--- config.mk ---
export PLATFORM = sky130hd
export DESIGN_NAME = cwfd_ram
export DESIGN_NICKNAME = d
export VERILOG_FILES = /design/src/hdl/cwfd_ram.sv
export SDC_FILE = /design/constraint.sdc
export NUM_CORES = 2
export LEC_CHECK = 0
export BUFFER_PORTS_ARGS = -buffer_cell sky130_fd_sc_hd__buf_4
export CAP_MARGIN = 20
export CORE_MARGIN = 2
export CORE_UTILIZATION = 55
export CTS_BUF_LIST = sky130_fd_sc_hd__clkbuf_8
export CTS_CLUSTER_DIAMETER = 100
export DETAILED_ROUTE_END_ITERATION = 10
export PLACE_DENSITY = 0.71
export SLEW_MARGIN = 0
export SYNTH_ARGS = -nofsm -noshare
export SYNTH_HDL_FRONTEND = slang
export SYNTH_SLANG_ARGS = --single-unit
--- constraint.sdc ---
create_clock -name clk_i -period 3.2 [get_ports clk_i]
set_input_delay 0.32 -clock clk_i [delete_from_list [all_inputs] [get_ports clk_i]]
set_output_delay 0.32 -clock clk_i [all_outputs]
set_load 0.005 [all_outputs]
--- src/hdl/cwfd_ram.sv ---
`timescale 1ns / 1ps
// Generic synchronous RAM with one write port and two registered read ports.
// Depends on nothing.
module cwfd_ram #(
  parameter int WIDTH = 16,
  parameter int DEPTH = 128,
  localparam int AW = (DEPTH > 1) ? $clog2(DEPTH) : 1
) (
  input  logic             clk_i,
  input  logic             we_i,
  input  logic [AW-1:0]    waddr_i,
  input  logic [WIDTH-1:0] wdata_i,
  input  logic [AW-1:0]    raddr_a_i,
  input  logic [AW-1:0]    raddr_b_i,
  output logic [WIDTH-1:0] rdata_a_o,
  output logic [WIDTH-1:0] rdata_b_o
);

  logic [WIDTH-1:0] mem_q [DEPTH];

  always_ff @(posedge clk_i) begin
    if (we_i) begin
      mem_q[waddr_i] <= wdata_i;
    end
    rdata_a_o <= mem_q[raddr_a_i];
    rdata_b_o <= mem_q[raddr_b_i];
  end

endmodule

# == Word level (Yosys, flattened, before mapping) ==
# Memory sizes are Yosys's and may differ from the RTL's. A register that Yosys moved wholly into a read port is not among the register bits.
# Cells that the tools add are included.
# classes
muxes,2
# ops
cell,count
$mux W1,2
# totals
regBits,0
ram_bits,2048
input_bits,39
output_inout_bits,32
elab_cells,3
mem_count,1
# mem_list
name,depth,word_bits,read_ports,rd_ports_with_merged_regs,write_ports,line_no,text
mem_q,128,16,2,2,1,19,logic [WIDTH-1:0] mem_q [DEPTH];

# == Depth between registers and ports, before layout ==
# logic_depth
depth_word,2
ltp_mapped,7
ltp_nobuf,4

# == Worst setup path before layout ==
# OpenSTA, ideal clock, no wires.
# synth_path
path_kind,input to register
start,input raddr_b_i[0]
end,register rdata_b_o[0] (read register of mem_q)
setup_time_ps,121
t_arrival_ps,2691
t_required_ps,3079
setup_slack_ps,388
path_stages,6
path_buffers,2
path_cell_list,buf_2 -> clkbuf_1 -> mux4_2 -> mux4_2 -> mux4_2 -> mux2_2
# synth_lines
element,line_no,text
"start, declared",14,"input logic [AW-1:0] raddr_b_i,"
"end, declared",16,output logic [WIDTH-1:0] rdata_b_o

==> flow_metrics.env <==
export IMPL_hpwl_um=169000
export IMPL_postSynthAreaPerCell_um2=24.1
export IMPL_viasPerCell=7.06
export IMPL_ys_ff_latch=2080
export IMPL_drtIter0Drc=6862
export IMPL_synth_mux_area_share_pct=32.3
export IMPL_ys_types=16
export IMPL_r2r_cells=5
export IMPL_post_cts_buffers=0
export IMPL_stdcell_area_um2=108000
export IMPL_required_ns=4.15
export IMPL_clockRootBuffer="clkbuf_8"
export IMPL_htreeDepth=5
export IMPL_gr_total_overflow=0
export IMPL_synth_top_family_by_area="multiplexers"
export IMPL_vias=49900
export IMPL_synthSimpleGateAreaFrac_pct=0.735
export IMPL_drtPass1Iterations=6
export IMPL_core_rowCount=152
export IMPL_drt_total_wl_um=266000
export IMPL_pin_count=71
export IMPL_seq_area_frac_synth_pct=65.6
export IMPL_drive_gt1_share_pct=51.1
export IMPL_finalClockSkew_ns=0.0608
export IMPL_post_route_period_util_pct=96.1
export IMPL_synth_fa_ha_area_share_pct=0
export IMPL_cp_start_kind="flip-flop"
export IMPL_grt_max_degree=129
export IMPL_rsz0062_at_grt="false"
export IMPL_tritoncts="done"
export IMPL_p_per_area_nw_per_um2=528
export IMPL_report_final_hold_viol_count=0
export IMPL_finalMaxSlewViolations=0
export IMPL_synth_xor_area_share_pct=0
export IMPL_cp_end_kind="flip-flop"
export IMPL_crit_fanout=2
export IMPL_io_buffers=70
export IMPL_core_area_um2=171000
export IMPL_netlist_area_um2=94800
export IMPL_cap_violations=0
export IMPL_r2r_start="mem_q[84][4]"
export IMPL_track_usage_pct=31.0
export IMPL_ant_nets=0
export IMPL_clk_pin_slew_ns=0.07
export IMPL_finalNetCount=4537
export IMPL_holdPathEnd="rdata_a_o[15]"
export IMPL_p_leak_nw=34.2
export IMPL_setup_tns_ns=0
export IMPL_reg2reg_to="rdata_b_o[4]"
export IMPL_setup_violations=0
export IMPL_initial_utilization_pct=55.3
export IMPL_worst_slew_pin_slew_ns=1.07
export IMPL_p_total_mw=57.2
export IMPL_yosys_warnings=0
export IMPL_synth_compound_area_share_pct=0
export IMPL_synth_cells=3941
export IMPL_area_delta_synth_final_pct=14.3
export IMPL_grt_pass1_wl_um=375000
export IMPL_clock_fmax_mhz=325
export IMPL_die_w_um=419
export IMPL_status="completed"
export IMPL_cts_sinks=2080
export IMPL_cts_buffers=339
export IMPL_grt_pass1_vias=51000
export IMPL_detail_route_wl_per_cell_um=37.6
export IMPL_antenna_found_initial=27
export IMPL_placed_area_um2=102000
export IMPL_cp_startpoint="mem_q[84][4]"
export IMPL_ff2ff_setup_slack_ns=0.12
export IMPL_irDropWorstVdd_mv=0.528
export IMPL_hp_class="in -> reg"
export IMPL_dieArea_um2=176000
export IMPL_crit_arrival_ns=4.03
export IMPL_maxSlewHeadroom_pct=28.5
export IMPL_clkLatencyLatePin_ns=1.07
export IMPL_hp_start="raddr_a_i[3]"
export IMPL_layout_cells_non_filler=7069
export IMPL_clockBufferDepth=4
export IMPL_place_congestion=0.886
export IMPL_dp_cells=6437
export IMPL_drc_errors=0
export IMPL_whs_path_depth=3
export IMPL_timing_worst_setup_path_type="reg -> reg"
export IMPL_synth_fp_nets=3980
export IMPL_period_minus_slack_ns=3.08
export IMPL_die_h_um=419
==> Yosys cell counts (all sizes together) <==
cell type  number  share of area [%]
nand3          12              0.063
nor3            9              0.048
nor2          122               0.48
nand4           3              0.020
clkbuf        163               0.65
buf           152               0.76
mux2           32               0.38
or3             1             0.0066
dfxtp          32               0.68
nor2b           7              0.046
nand2          14              0.055
edfxtp       2048                 65
nand2b          2              0.013
mux4         1344                 32
==> per-layer routing <==
layer  global-route usage, %  vias up  part of all wire (%)
li1                        -    19100                     -
met1                    42.3    27100                    36
met2                    47.3     3210                    48
met3                    8.77      533                    12
met4                    14.0        4                   4.7
met5                       0        -                0.0064
==> registers in the layout, indices dropped and copies added (netlist names) <==
register	flops
mem_q	2048
rdata_a_o	16
rdata_b_o	16
==> worst max-delay path by stage <==
stage / to / slack, ns / cells past startpoint
2_1_floorplan: rdata_b_o[0] / 0.39 / 6
3_3_place_gp: rdata_b_o[9] / -0.13 / 8
3_5_place_dp: rdata_b_o[9] / -0.13 / 8
4_1_cts: rdata_b_o[4] / 0.14 / 5
5_1_grt: rdata_b_o[4] / 0.1 / 5
6_report: rdata_b_o[4] / 0.12 / 5
==> cell usage in the layout (no fill, tap or decap) <==
| master | synthesis | final |
|---|---|---|
| edfxtp_1 | 2048 | 2048 |
| mux4_2 | 1344 | 1344 |
| buf_4 | 0 | 384 |
| clkbuf_8 | 0 | 358 |
| nor2_2 | 0 | 119 |
| buf_12 | 0 | 109 |
| inv_1 | 0 | 98 |
| clkinv_1 | 0 | 72 |
| clkinv_2 | 0 | 48 |
| mux2_2 | 32 | 32 |
| dfxtp_1 | 32 | 32 |
| dlygate4sd3_1 | 0 | 30 |
| nand2_1 | 14 | 14 |
| diode_2 | 0 | 12 |
| nand3_1 | 12 | 12 |
| bufinv_16 | 0 | 12 |
| nor3_2 | 0 | 9 |
| nor2b_1 | 7 | 7 |
| buf_8 | 0 | 6 |
| nor2_1 | 122 | 3 |
| nand4_1 | 3 | 3 |
| clkinvlp_4 | 0 | 3 |
| nand2b_1 | 2 | 2 |
| or3_1 | 1 | 1 |
| inv_6 | 0 | 1 |
==> where the power goes <==
| part | internal, mW | switching, mW |
|---|---|---|
| registers | 30.1 | 0.182 |
| logic | 2.48 | 2.82 |
| clock network | 11.2 | 10.4 |
| total | 43.8 | 13.4 |
==> cell families after synthesis <==
kind of cell,after synthesis
simple gates,170
buf+inv,315
flops,2080
mux,1376
==> worst max-delay path, stage by stage, from the launching register on <==
cell and delay [ns]:
edfxtp_1 0.40, mux4_2 0.49, mux4_2 0.61, mux4_2 0.64, mux2_2 0.30, dlygate4sd3_1 0.55
==> cell type report <==
cell class              count  area, um2
diodes                     12       30.0
clock buffers             356       4900
clock inverters           234       1270
fillers                 11200      63000
multi-input cells        1546      31700
flip-flops and latches   2080      62100
well taps                2310       2890
repair buffers            531       5480
==> metrics by stage <==
stage	setup slack, ns	utilization [%]	hold WS [ns]
floorplan	0.388	-	0.419
global placement	-0.128	59.5	0.704
detailed placement	-0.132	59.5	0.704
CTS	0.144	63.2	0.0197
global route	0.0979	63.2	0.0916
finish	0.124	63.2	0.0996
==> timing repair <==
item                                    CTS  global route
endpoints found under the hold margin  1535             0
hold buffers                             30             0
gates resized for setup                   0             0
Power figures use the tool's default switching activity.
