**config.mk**
```make
export PLATFORM = sky130hd
export DESIGN_NAME = cwfd_seq
export DESIGN_NICKNAME = d
export VERILOG_FILES = /design/src/hdl/cwfd_pkg.sv /design/src/hdl/cwfd_seq.sv
export SDC_FILE = /design/constraint.sdc
export NUM_CORES = 1
export LEC_CHECK = 0
export ABC_CLOCK_PERIOD_IN_PS = 3600
export BUFFER_PORTS_ARGS = -buffer_cell sky130_fd_sc_hd__buf_2
export CAP_MARGIN = 15
export CORE_ASPECT_RATIO = 0.8
export CORE_MARGIN = 2
export CORE_UTILIZATION = 51
export CTS_CLUSTER_DIAMETER = 200
export CTS_CLUSTER_SIZE = 10
export DETAILED_ROUTE_END_ITERATION = 7
export PLACE_DENSITY_LB_ADDON = 0.2
export SETUP_SLACK_MARGIN = 0.15
export SLEW_MARGIN = 25
export SYNTH_ARGS = -nofsm -noshare
export SYNTH_HDL_FRONTEND = slang
export SYNTH_SLANG_ARGS = --single-unit
```
**constraint.sdc**
```tcl
create_clock -name clk_i -period 3.6 [get_ports clk_i]
set_input_delay 0.36 -clock clk_i [delete_from_list [all_inputs] [get_ports clk_i]]
set_output_delay 0.36 -clock clk_i [all_outputs]
set_load 0.03 [all_outputs]
```
**src/hdl/cwfd_pkg.sv**
```systemverilog
`timescale 1ns / 1ps
// Package for the complex wavelet FIR decimator: codes, field widths, defaults,
// the sequencer state type and the control struct from sequencer to datapath.
// Depends on nothing.
package cwfd_pkg;

  localparam int MAX_HALF_DEF    = 63;
  localparam int SAMPLE_BITS_DEF = 16;
  localparam int COEF_BITS_DEF   = 18;

  localparam int FRAC_SHIFT = 17;
  localparam int OP_W       = 2;
  localparam int INDEX_W    = 6;
  localparam int HALF_CFG_W = 6;
  localparam int STEP_W     = 11;
  localparam int COUNT_W    = 16;
  localparam int OUT_W      = 32;
  localparam int POWER_W    = 63;
  localparam int PADDR_W    = 4;
  localparam int PDATA_W    = 32;

  localparam logic [STEP_W-1:0] STEP_MAX = 11'd1024;

  localparam logic [OP_W-1:0] OP_LOAD    = 2'd0;
  localparam logic [OP_W-1:0] OP_PUSH    = 2'd1;
  localparam logic [OP_W-1:0] OP_RESTART = 2'd2;

  localparam logic [1:0] REG_HALF  = 2'd0;
  localparam logic [1:0] REG_STEP  = 2'd1;
  localparam logic [1:0] REG_COUNT = 2'd2;

  typedef enum logic [2:0] {
    ST_IDLE,
    ST_RUN,
    ST_DRAIN,
    ST_SAT,
    ST_SQUARE,
    ST_EMIT
  } seq_state_e;

  typedef struct packed {
    logic issue;
    logic first;
    logic last;
    logic sat_en;
    logic sq_en;
  } mac_ctrl_t;

endpackage

```
**src/hdl/cwfd_seq.sv**
```systemverilog
`timescale 1ns / 1ps
// Sequencer of the decimator: item decode, fill and step counters, window
// pointer, tap walk and result hand-off. Depends on cwfd_pkg.
module cwfd_seq #(
  parameter int MAX_HALF = cwfd_pkg::MAX_HALF_DEF,
  localparam int WIN_DEPTH = 2 * MAX_HALF + 1,
  localparam int PTR_W     = $clog2(WIN_DEPTH),
  localparam int TAP_AW    = $clog2(MAX_HALF + 1)
) (
  input  logic                              clk_i,
  input  logic                              rst_ni,
  input  logic                              in_valid_i,
  input  logic [cwfd_pkg::OP_W-1:0]         operation_i,
  input  logic [cwfd_pkg::INDEX_W-1:0]      coef_index_i,
  input  logic [cwfd_pkg::HALF_CFG_W-1:0]   half_length_i,
  input  logic [cwfd_pkg::STEP_W-1:0]       sample_step_i,
  input  logic [cwfd_pkg::COUNT_W-1:0]      result_count_i,
  input  logic                              out_free_i,
  input  logic                              mac_done_i,
  output logic                              in_ready_o,
  output logic                              win_we_o,
  output logic [PTR_W-1:0]                  win_waddr_o,
  output logic [PTR_W-1:0]                  win_raddr_l_o,
  output logic [PTR_W-1:0]                  win_raddr_r_o,
  output logic                              tap_we_o,
  output logic [TAP_AW-1:0]                 tap_waddr_o,
  output logic [TAP_AW-1:0]                 tap_raddr_o,
  output cwfd_pkg::mac_ctrl_t               mac_ctrl_o,
  output logic                              emit_o,
  output logic [cwfd_pkg::COUNT_W-1:0]      result_index_o
);

  localparam int FILL_W = $clog2(WIN_DEPTH + 1);
  localparam int HALF_W = TAP_AW;

  cwfd_pkg::seq_state_e state_q, state_d;

  logic [PTR_W-1:0]             wp_q, wp_d;
  logic [FILL_W-1:0]            fill_q, fill_d, fill_new, len;
  logic [cwfd_pkg::STEP_W-1:0]  step_q, step_d, step_inc, step_next, step_eff;
  logic [cwfd_pkg::COUNT_W-1:0] results_q, results_d, idx_q, idx_d;
  logic [HALF_W-1:0]            h_q, h_d, j_q, j_d, h_eff;
  logic accept, is_push, is_load, is_restart, was_full, fire, emit_ok;

  assign accept     = in_valid_i && in_ready_o;
  assign is_push    = accept && (operation_i == cwfd_pkg::OP_PUSH);
  assign is_load    = accept && (operation_i == cwfd_pkg::OP_LOAD);
  assign is_restart = accept && (operation_i == cwfd_pkg::OP_RESTART);

  always_comb begin
    if (int'(half_length_i) > MAX_HALF) begin
      h_eff = HALF_W'(MAX_HALF);
    end else begin
      h_eff = HALF_W'(half_length_i);
    end
    if (sample_step_i == '0) begin
      step_eff = cwfd_pkg::STEP_W'(1);
    end else if (sample_step_i > cwfd_pkg::STEP_MAX) begin
      step_eff = cwfd_pkg::STEP_MAX;
    end else begin
      step_eff = sample_step_i;
    end
  end

  assign len      = FILL_W'({h_eff, 1'b1});
  assign fill_new = (fill_q == FILL_W'(WIN_DEPTH)) ? fill_q : fill_q + FILL_W'(1);
  assign was_full = fill_q >= len;
  assign step_inc = step_q + cwfd_pkg::STEP_W'(1);

  always_comb begin
    fire      = 1'b0;
    step_next = step_q;
    if (!was_full) begin
      if (fill_new >= len) begin
        step_next = '0;
        fire      = 1'b1;
      end
    end else if (step_inc >= step_eff) begin
      step_next = '0;
      fire      = 1'b1;
    end else begin
      step_next = step_inc;
    end
  end

  assign emit_ok = fire && (results_q < result_count_i);

  always_comb begin
    wp_d      = wp_q;
    fill_d    = fill_q;
    step_d    = step_q;
    results_d = results_q;
    h_d       = h_q;
    j_d       = j_q;
    idx_d     = idx_q;
    if (is_restart) begin
      fill_d    = '0;
      step_d    = '0;
      results_d = '0;
    end
    if (is_push) begin
      wp_d   = wp_q + PTR_W'(1);
      fill_d = fill_new;
      step_d = step_next;
      if (emit_ok) begin
        results_d = results_q + cwfd_pkg::COUNT_W'(1);
        idx_d     = results_q;
        h_d       = h_eff;
        j_d       = '0;
      end
    end
    if (state_q == cwfd_pkg::ST_RUN) begin
      j_d = j_q + HALF_W'(1);
    end
  end

  always_comb begin
    state_d = state_q;
    case (state_q)
      cwfd_pkg::ST_IDLE: begin
        if (is_push && emit_ok) begin
          state_d = cwfd_pkg::ST_RUN;
        end
      end
      cwfd_pkg::ST_RUN: begin
        if (j_q == h_q) begin
          state_d = cwfd_pkg::ST_DRAIN;
        end
      end
      cwfd_pkg::ST_DRAIN: begin
        if (mac_done_i) begin
          state_d = cwfd_pkg::ST_SAT;
        end
      end
      cwfd_pkg::ST_SAT:    state_d = cwfd_pkg::ST_SQUARE;
      cwfd_pkg::ST_SQUARE: state_d = cwfd_pkg::ST_EMIT;
      cwfd_pkg::ST_EMIT: begin
        if (out_free_i) begin
          state_d = cwfd_pkg::ST_IDLE;
        end
      end
      default: state_d = cwfd_pkg::ST_IDLE;
    endcase
  end

  always_comb begin
    in_ready_o        = 1'b0;
    mac_ctrl_o        = '0;
    emit_o            = 1'b0;
    case (state_q)
      cwfd_pkg::ST_IDLE: in_ready_o = 1'b1;
      cwfd_pkg::ST_RUN: begin
        mac_ctrl_o.issue = 1'b1;
        mac_ctrl_o.first = (j_q == '0);
        mac_ctrl_o.last  = (j_q == h_q);
      end
      cwfd_pkg::ST_DRAIN:  mac_ctrl_o = '0;
      cwfd_pkg::ST_SAT:    mac_ctrl_o.sat_en = 1'b1;
      cwfd_pkg::ST_SQUARE: mac_ctrl_o.sq_en = 1'b1;
      cwfd_pkg::ST_EMIT:   emit_o = out_free_i;
      default:             in_ready_o = 1'b0;
    endcase
  end

  always_ff @(posedge clk_i or negedge rst_ni) begin
    if (!rst_ni) begin
      state_q   <= cwfd_pkg::ST_IDLE;
      wp_q      <= '0;
      fill_q    <= '0;
      step_q    <= '0;
      results_q <= '0;
      h_q       <= '0;
      j_q       <= '0;
      idx_q     <= '0;
    end else begin
      state_q   <= state_d;
      wp_q      <= wp_d;
      fill_q    <= fill_d;
      step_q    <= step_d;
      results_q <= results_d;
      h_q       <= h_d;
      j_q       <= j_d;
      idx_q     <= idx_d;
    end
  end

  assign win_we_o      = is_push;
  assign win_waddr_o   = wp_q;
  assign win_raddr_l_o = wp_q - PTR_W'(1) - (PTR_W'(h_q) + PTR_W'(j_q));
  assign win_raddr_r_o = wp_q - PTR_W'(1) - (PTR_W'(h_q) - PTR_W'(j_q));
  assign tap_we_o      = is_load && (int'(coef_index_i) <= MAX_HALF);
  assign tap_waddr_o   = TAP_AW'(coef_index_i);
  assign tap_raddr_o   = j_q;
  assign result_index_o = idx_q;

endmodule

```
Word-level counts from Yosys, hierarchy flattened. Cells that the tools add are included.

Flip-flop bits (word level): 72. Bits of input ports: 46. Output and inout port bits: 58. Logic and storage cells: 83.

$add $sub $neg: 10. $lt $le $gt $ge: 5. Equal/unequal tests: 14. Muxes and demuxes: 29. Reduce and logical (&&, ||, !) cells: 17.

Operators with widths (count): 11-bit two-way mux (7); 16-bit two-way mux (3); 7-bit two-way mux (3); 6-bit two-way mux (3); 3-bit one-hot mux with 6 select lines (1); 16-bit by 1-bit adder with 16-bit output (second input constant) (1); 16-bit less-than comparator (1); 3-bit two-way mux (5); 7-bit by 1-bit adder with 7-bit output (second input constant) (2); 7-bit greater-or-equal comparator (2); 7-bit subtractor (2); 11-bit by 1-bit adder with 11-bit output (second input constant) (1); 11-bit greater-or-equal comparator (1); 11-bit greater-than comparator (second input constant) (1); 11-bit logical NOT (1); 6-bit by 6-bit adder with 7-bit output (1); 7-bit == test (second input constant) (1); 1-bit two-way mux (7); 6-bit by 6-bit subtractor with 7-bit output (1); 7-bit by 1-bit subtractor with 7-bit output (second input constant) (1); 6-bit by 1-bit adder with 6-bit output (second input constant) (1); 3-bit by 2-bit == test with 1-bit output (second input constant) (2); 3-bit == test (second input constant) (2); 6-bit == test (1); other kinds (13) (24).

Logic depth before layout (Yosys ltp). Gate-level depths: netlist (run 1).

Word-level depth: 10. Mapped depth: 15. Depth with buffers taken out: 13.

Worst setup path before layout (run 1). No wires, ideal clock.

Path type: register to register. Start point: register fill_q[0]. End point: register results_q[15] in the netlist's numbering. Library setup time: 0.134 ns. Arrival: 3.489 ns. Required time: 3.466 ns. Slack: -0.023 ns. Stages on the path, launching flop included: 15. Buffers on the path: 2. Period minus slack after synthesis: 3.623 ns. Cells stage by stage: dfrtp_1 > ha_1 > and4_1 > nand3_1 > mux2_2 > ha_1 > and3_1 > and4_1 > a2111oi_0 > o311ai_1 > or4b_4 > buf_6 > buf_6 > o311ai_4 > o41ai_2.

Cells in the longest elaborated chain, start to end: 8. Elaborated cells between the ends (all ways): 10. Classes of those cells: 1 x add/sub; 2 x order compare; 1 x eq/ne; 5 x mux; 1 x reduce/logical.

RTL lines: from (decl) (line cwfd_seq.sv:39) `logic [FILL_W-1:0] fill_q, fill_d, fill_new, len;`; from (signal assigned) (line cwfd_seq.sv:178) `fill_q <= fill_d;`; 7-bit by 1-bit adder with 7-bit output / 7-bit == test (equally long branches) (line cwfd_seq.sv:66) `assign fill_new = (fill_q == FILL_W'(WIN_DEPTH)) ? fill_q : fill_q + FILL_W'(1);`; 7-bit two-way mux (line cwfd_seq.sv:66); 7-bit greater-or-equal comparator (line cwfd_seq.sv:74) `if (fill_new >= len) begin`; 1-bit two-way mux (line cwfd_seq.sv:74); 1-bit two-way mux * (line cwfd_seq.sv:73) `if (!was_full) begin`; 1-bit logical AND * (line cwfd_seq.sv:86) `assign emit_ok = fire && (results_q < result_count_i);`; 16-bit two-way mux * (line cwfd_seq.sv:105) `if (emit_ok) begin`; 16-bit two-way mux * (line cwfd_seq.sv:101) `if (is_push) begin`; net results_d, one bit (line cwfd_seq.sv:41) `logic [cwfd_pkg::COUNT_W-1:0] results_q, results_d, idx_q, idx_d;`; to (signal assigned) (line cwfd_seq.sv:180) `results_q <= results_d;`; to (decl) (line cwfd_seq.sv:41).

Mark *: on every way through the listed nets, which the timed path passes. The rest lies on a longest branch. A chain may end at the register's enable or synchronous reset.

Final worst setup path (run 1).
Start point: register step_q[0] in the netlist's numbering. End point: register idx_q (netlist bit result_index_o[7]).

Cells in the longest elaborated chain, start to end: 6.

RTL lines: from (decl) (line cwfd_seq.sv:40) `logic [cwfd_pkg::STEP_W-1:0] step_q, step_d, step_inc, step_next, step_eff;`; from (signal assigned) (line cwfd_seq.sv:179) `step_q <= step_d;`; 11-bit by 1-bit adder with 11-bit output (line cwfd_seq.sv:68) `assign step_inc = step_q + cwfd_pkg::STEP_W'(1);`; 11-bit greater-or-equal comparator (line cwfd_seq.sv:78) `end else if (step_inc >= step_eff) begin`; 1-bit two-way mux (line cwfd_seq.sv:78); 1-bit two-way mux (line cwfd_seq.sv:73); 1-bit logical AND (line cwfd_seq.sv:86); 2-bit AND reduction (no source line); to (signal assigned) (line cwfd_seq.sv:183) `idx_q <= idx_d;`; to (decl) (line cwfd_seq.sv:41).

Every way passes these cells.

==> reports/metrics.yaml, run 1 <==
cp-start-kind: "register"
grt_antenna_before_repair: 0
nets: 822
status: "finished clean"
hold_viol: 0
synth_edf_count: 0
insertion_delay_ns: 0.34
avgRoutedWirePerCell_um: 15.7
postLayoutSetupSlackWorst_ns: 0.115
path_class: "register to register"
final_cell_mix: "86 x buf_2, 70 x dfrtp_1, 59 x nand2_1"
crit_chain: "ha_2 -> and3_4 -> buf_4 -> xor2_1 -> ha_1 -> or4_1 -> a21oi_2 -> nor4_2 -> nor4_2 -> or4b_4 -> buf_12 -> buf_8 -> mux2_2"
grt_pass1_wl_um: 21300
arrival_ns: 3.70
overflow: 0
grt_pass1_vias: 4458
vdd_drop_max_v: 0.00146
cp_top_family: "simple AND/OR/NAND/NOR gates"
synthArstFlopShare_pct: 100
synth_cell_type_count: 53
layout-drive-gt1-share_pct: 29.8
syn_to_final_growth_pct: 28.4
place_inst: 805
cts_buffers: 9
clockBufferDepth: 2
p_sw_mw: 3.53
maxSlewViolCount: 0
drv_cap: 0
drc: 0
grt_max_degree: 73
fin_util_pct: 67.5
ys.flop_type: "dfrtp_1"
io_buffers: 91
hp-class: "primary input to register"
max_freq_mhz: 287
ys_seq_area_share_pct: 33.2
setup_viol: 0
path_common_cell: "nor4_2"
cp_max_fo: 5
drtPass1Iterations: 4
period_share_pct: 96.8
p_seq_share_pct: 14.9
combPwrFrac_pct: 71.6
worst_pin_slew_ns: 0.647
period_needed_ns: 3.49
fillers: 837
cellLeakagePower_nw: 3.65
drtIter0Drc: 235
h-tree-depth: 3
core_region_area_mm2: 0.0103
io-pin-count: 104
crit_slowest_cell: "or4_1"
start_util_pct: 52.6
power_density_mw_per_mm2: 1000
diodes: 0
avgSynthCellArea_um2: 9.33
path_buf_inv: 3
dieArea_mm2: 0.0115
path_clk_slew_ns: 0.06
ant_nets: 0
cp.required_ns: 3.82
cts_sinks: 72
clkPwrFrac_pct: 13.5
final_common_cell: "buf_2"
rsz0062_at_grt: "yes"
die_w_um: 119
num_vias: 4654
num_rows: 33
yosys_warnings: 0
fin_tns_setup_ns: 0
synth-seq-cells: 72
slew_headroom_pct: 56.7
cts_tree: "built"
synth_nets: 704
syn_area_mm2: 0.00543
internal-power_mw: 3.47
reg2reg_depth: 13
slowest_delay_ns: 0.55
cp-end-kind: "register"
whs_ns: 0.367
netlist_instances: 582
routed_via_density: 5.51
cp.depth: 13
holdPathStages: 3
dpl.hpwl_um: 9410
pre_cts_ws_ns: -0.0590
root_buffer: "clkbuf_16"
gp_congestion: 0.910
skew_ns: 0.00350
die_h_um: 96.3
sw_frac_of_total_pct: 50.4
routed_wl_um: 13300
grt_usage_pct: 23.4
final_cells: 845
## per-stage QoR
step,power [mW],instance area [µm²]
after floorplan,4.33,5440
after global placement,5.27,6070
after detailed placement,5.40,6070
after CTS,6.69,6660
after global routing,7.44,6970
final,7.00,6970
## final timing paths
kind | start | end | slack [ns]
worst max-delay path | step_q[0] | result_index_o[7] | 0.11
worst min-delay path | half_length_i[4] | h_q[4] | 0.37
worst max register to register | step_q[0] | result_index_o[7] | 0.11
worst min register to register | result_index_o[2] | result_index_o[2] | 0.50
max in group asynchronous | rst_ni | step_q[3] | 2.53
min in group asynchronous | rst_ni | win_waddr_o[4] | 0.50
## synth_stat cells, types with 7 or more instances
master	instances	share of area (%)
dfrtp_1	72	33
ha_1	64	15
inv_1	60	4.1
nand2_1	59	4.1
a21oi_1	35	3.2
nand3_1	25	2.3
nor2_1	25	1.7
xnor2_1	25	4.0
o21ai_0	18	1.7
a21o_1	17	2.4
mux2_2	13	2.7
nor3_1	13	1.2
fa_1	12	4.4
nand2b_1	12	1.4
and3_1	11	1.3
nand4_1	11	1.3
buf_4	9	1.2
nor3b_1	9	1.2
a211o_1	8	1.3
clkbuf_1	7	0.48
xor2_1	7	1.1
## area by class of cell
class / count / area (µm²) / share of cell area [%]
Inverter: 61 / 229 / 3.28
Clock buffer: 10 / 229 / 3.28
Timing Repair Buffer: 127 / 881 / 12.6
Clock inverter: 6 / 83.8 / 1.20
Tap cell: 140 / 175 / 2.51
Sequential cell: 72 / 1800 / 25.9
Multi-Input combinational cell: 429 / 3570 / 51.2
## tightest hold or removal path, stage by stage
cell and delay (ns):
buf_2 0.08, inv_1 0.07, o21ai_0 0.16
## metal layers
metal,vias to the layer above,part of all wire (%),track usage [%]
li1,2262,-,-
met1,2253,46,31.4
met2,117,47,38.8
met3,22,5.5,4.68
met4,0,1.4,6.96
met5,-,0,0
## cell families after synthesis
| kind of cell | after synthesis | share of synthesized area (%) |
|---|---|---|
| adder cells (fa/ha/maj) | 76 | 19.2 |
| multiplexers | 19 | 3.94 |
| flip-flops | 72 | 33.2 |
| XOR/XNOR | 32 | 5.16 |
| AND/OR/NAND/NOR | 189 | 17.9 |
| buffers and inverters | 83 | 6.71 |
| AO/OA/AOI/OAI | 111 | 13.9 |
## power groups by stage
stage	clock (mW)	sequential (mW)	combinational (mW)
2_1_floorplan	0	1.13	3.20
3_3_place_gp	0	1.05	4.23
3_5_place_dp	0	1.06	4.34
4_1_cts	0.958	1.04	4.69
5_1_grt	0.992	1.06	5.38
6_report	0.946	1.04	5.01
## flip-flops by register name, indices dropped and copies added, names as in the netlist
name,flops
result_index_o,16
results_q,16
step_q,11
fill_q,7
win_waddr_o,7
h_q,6
tap_raddr_o,6
state_q,3
## repair_timing
action                                  in CTS  in global routing
endpoints found under the setup margin      37                 50
gates cloned                                 1                  4
hold buffers                                 0                  1
resized for setup                           35                 27
buffers inserted                            10                  7
endpoints found under the hold margin        0                 27
pin swaps                                   16                 12
No activity file was read; power rests on OpenSTA's default activity.
==> run 2, diff against run 1 <==
==> constraint.sdc (replaced) <==
create_clock -name clk_i -period 3.6 [get_ports clk_i]
set_input_delay 0.36 -clock clk_i [delete_from_list [all_inputs] [get_ports clk_i]]
set_output_delay 0.36 -clock clk_i [all_outputs]
set_load 0.02 [all_outputs]
==> run 2 against run 1 <==
Against the previous run:
- count of clock-buffer cells in the layout shrank 1
- core utilization fell by 1.9 points
- clock power is 6.9% lower
- global-route usage decreased by 1.1 points
- register-to-register slack worse by 0.05 ns
- worst setup slack worse by 0.054 ns
- critical path depth increased by 1
- via count down 2.1%
- clock skew is 0.0094 ns higher
- maximum frequency shrank 1.5%
- combinational power decreased by 13%
- critical path type unchanged
- critical endpoint is now result_index_o[14]
- largest power group unchanged
==> reports/metrics.yaml, run 2 (same netlist as run 1, synthesis figures left out) <==
wl_met2_um: 5840
core_region_area_mm2: 0.0103
ctsHoldBuffers: 0
cp.required_ns: 3.81
max_freq_mhz: 283
overflow: 0
grt_antenna_before_repair: 0
h-tree-depth: 3
worst_pin_slew_ns: 0.908
final_cells: 844
cts_sinks: 72
status: "finished clean"
fin_util_pct: 65.6
cellLeakagePower_nw: 3.58
hp-class: "primary input to async pin"
start_util_pct: 52.6
hold_viol: 0
path_clk_slew_ns: 0.06
drv_cap: 0
setup_viol: 0
avgRoutedWirePerCell_um: 15.0
highest_layer: "met4"
path_class: "register to register"
routed_wl_um: 12600
power_density_mw_per_mm2: 930
wl_met1_um: 6130
dieArea_mm2: 0.0115
diodes: 0
pre_cts_ws_ns: -0.127
routed_via_density: 5.40
rsz0062_at_grt: "yes"
period_needed_ns: 3.54
io_buffers: 91
cp-end-kind: "register"
io-pin-count: 104
clockBufferDepth: 2
root_buffer: "clkbuf_16"
final_cell_mix: "89 x buf_2, 70 x dfrtp_1, 58 x nand2_1"
num_vias: 4555
slew_headroom_pct: 39.5
period_share_pct: 98.3
dpl.hpwl_um: 9260
maxSlewViolCount: 0
arrival_ns: 3.74
drtIter0Drc: 197
grt_usage_pct: 22.3
cp_max_fo: 6
final_common_cell: "buf_2"
fillers: 820
cts_tree: "built"
cp-start-kind: "register"
num_rows: 33
grt_pass1_wl_um: 20600
postLayoutSetupSlackWorst_ns: 0.0615
vdd_drop_max_v: 0.00135
wl_met3_um: 593
cts_buffers: 9
drc: 0
syn_to_final_growth_pct: 24.9
place_inst: 807
grt_max_degree: 73
gp_congestion: 0.854
nets: 822
ant_nets: 0
die_h_um: 96.3
grt_pass1_vias: 4444
insertion_delay_ns: 0.33
layout-drive-gt1-share_pct: 29.3
die_w_um: 119
drtPass1Iterations: 5
skew_ns: 0.0129
==> run 2: final cells by class <==
type | count | area [µm²] | area share (%)
multi-input cells | 429 | 3490 | 51.6
flip-flops and latches | 72 | 1800 | 26.6
clock inverters | 6 | 68.8 | 1.02
repair buffers | 127 | 779 | 11.5
inverters | 61 | 229 | 3.38
well taps | 140 | 175 | 2.58
clock buffers | 9 | 225 | 3.32
==> run 2: layer usage <==
layer	global-route usage (%)	vias to the layer above
met1	30.9	2188
met3	4.27	9
met2	36.2	88
met4	5.69	0
met5	0	-
li1	-	2270
==> run 2: metrics by stage <==
step	hold slack (ns)	instance area [µm²]	total power [mW]	setup TNS (ns)
after floorplan	0.0644	5440	3.79	0
after global placement	0.474	6060	4.74	0
after CTS	0.186	6520	6.00	0
final	0.141	6780	6.30	0
after detailed placement	0.475	6060	4.87	-1.23
after global routing	0.226	6780	6.77	-0.724
==> run 2: worst max-delay path: stages (launching register included) <==
cell	delay, ns
dfrtp_1	0.38
ha_2	0.19
and4_4	0.21
nand3_2	0.09
mux2_4	0.34
ha_4	0.27
and3_1	0.15
and4_1	0.18
a2111oi_0	0.06
o311ai_1	0.28
buf_4	0.17
or4b_4	0.53
buf_6	0.16
buf_4	0.14
mux2_2	0.26
==> run 2: where the power goes <==
group | leakage (nW) | internal, mW | switching [mW]
clock | 0.142 | 0.536 | 0.345
sequential | 0.986 | 0.898 | 0.145
combinational | 2.45 | 1.88 | 2.50
total | 3.58 | 3.31 | 2.99
==> run 2: path summary, 6_finish.rpt <==
kind,end,depth (start not counted),slack (ns),from
min in group clk_i,h_q[3],3,0.36,half_length_i[3]
min reg2reg,result_index_o[6],1,0.49,result_index_o[6]
max in group asynchronous,win_waddr_o[1],1,2.82,rst_ni
max reg2reg,result_index_o[14],14,0.06,fill_q[1]
max,result_index_o[14],14,0.06,fill_q[1]
min,win_waddr_o[4],1,0.14,rst_ni
==> run 2: timing repair <==
action / 4_1_cts / 5_1_grt
endpoints found under the setup margin: 49 / 55
resized for setup: 20 / 33
pin swaps: 13 / 13
gates cloned: 1 / 2
endpoints found under the hold margin: 0 / 0
buffers inserted: 10 / 9
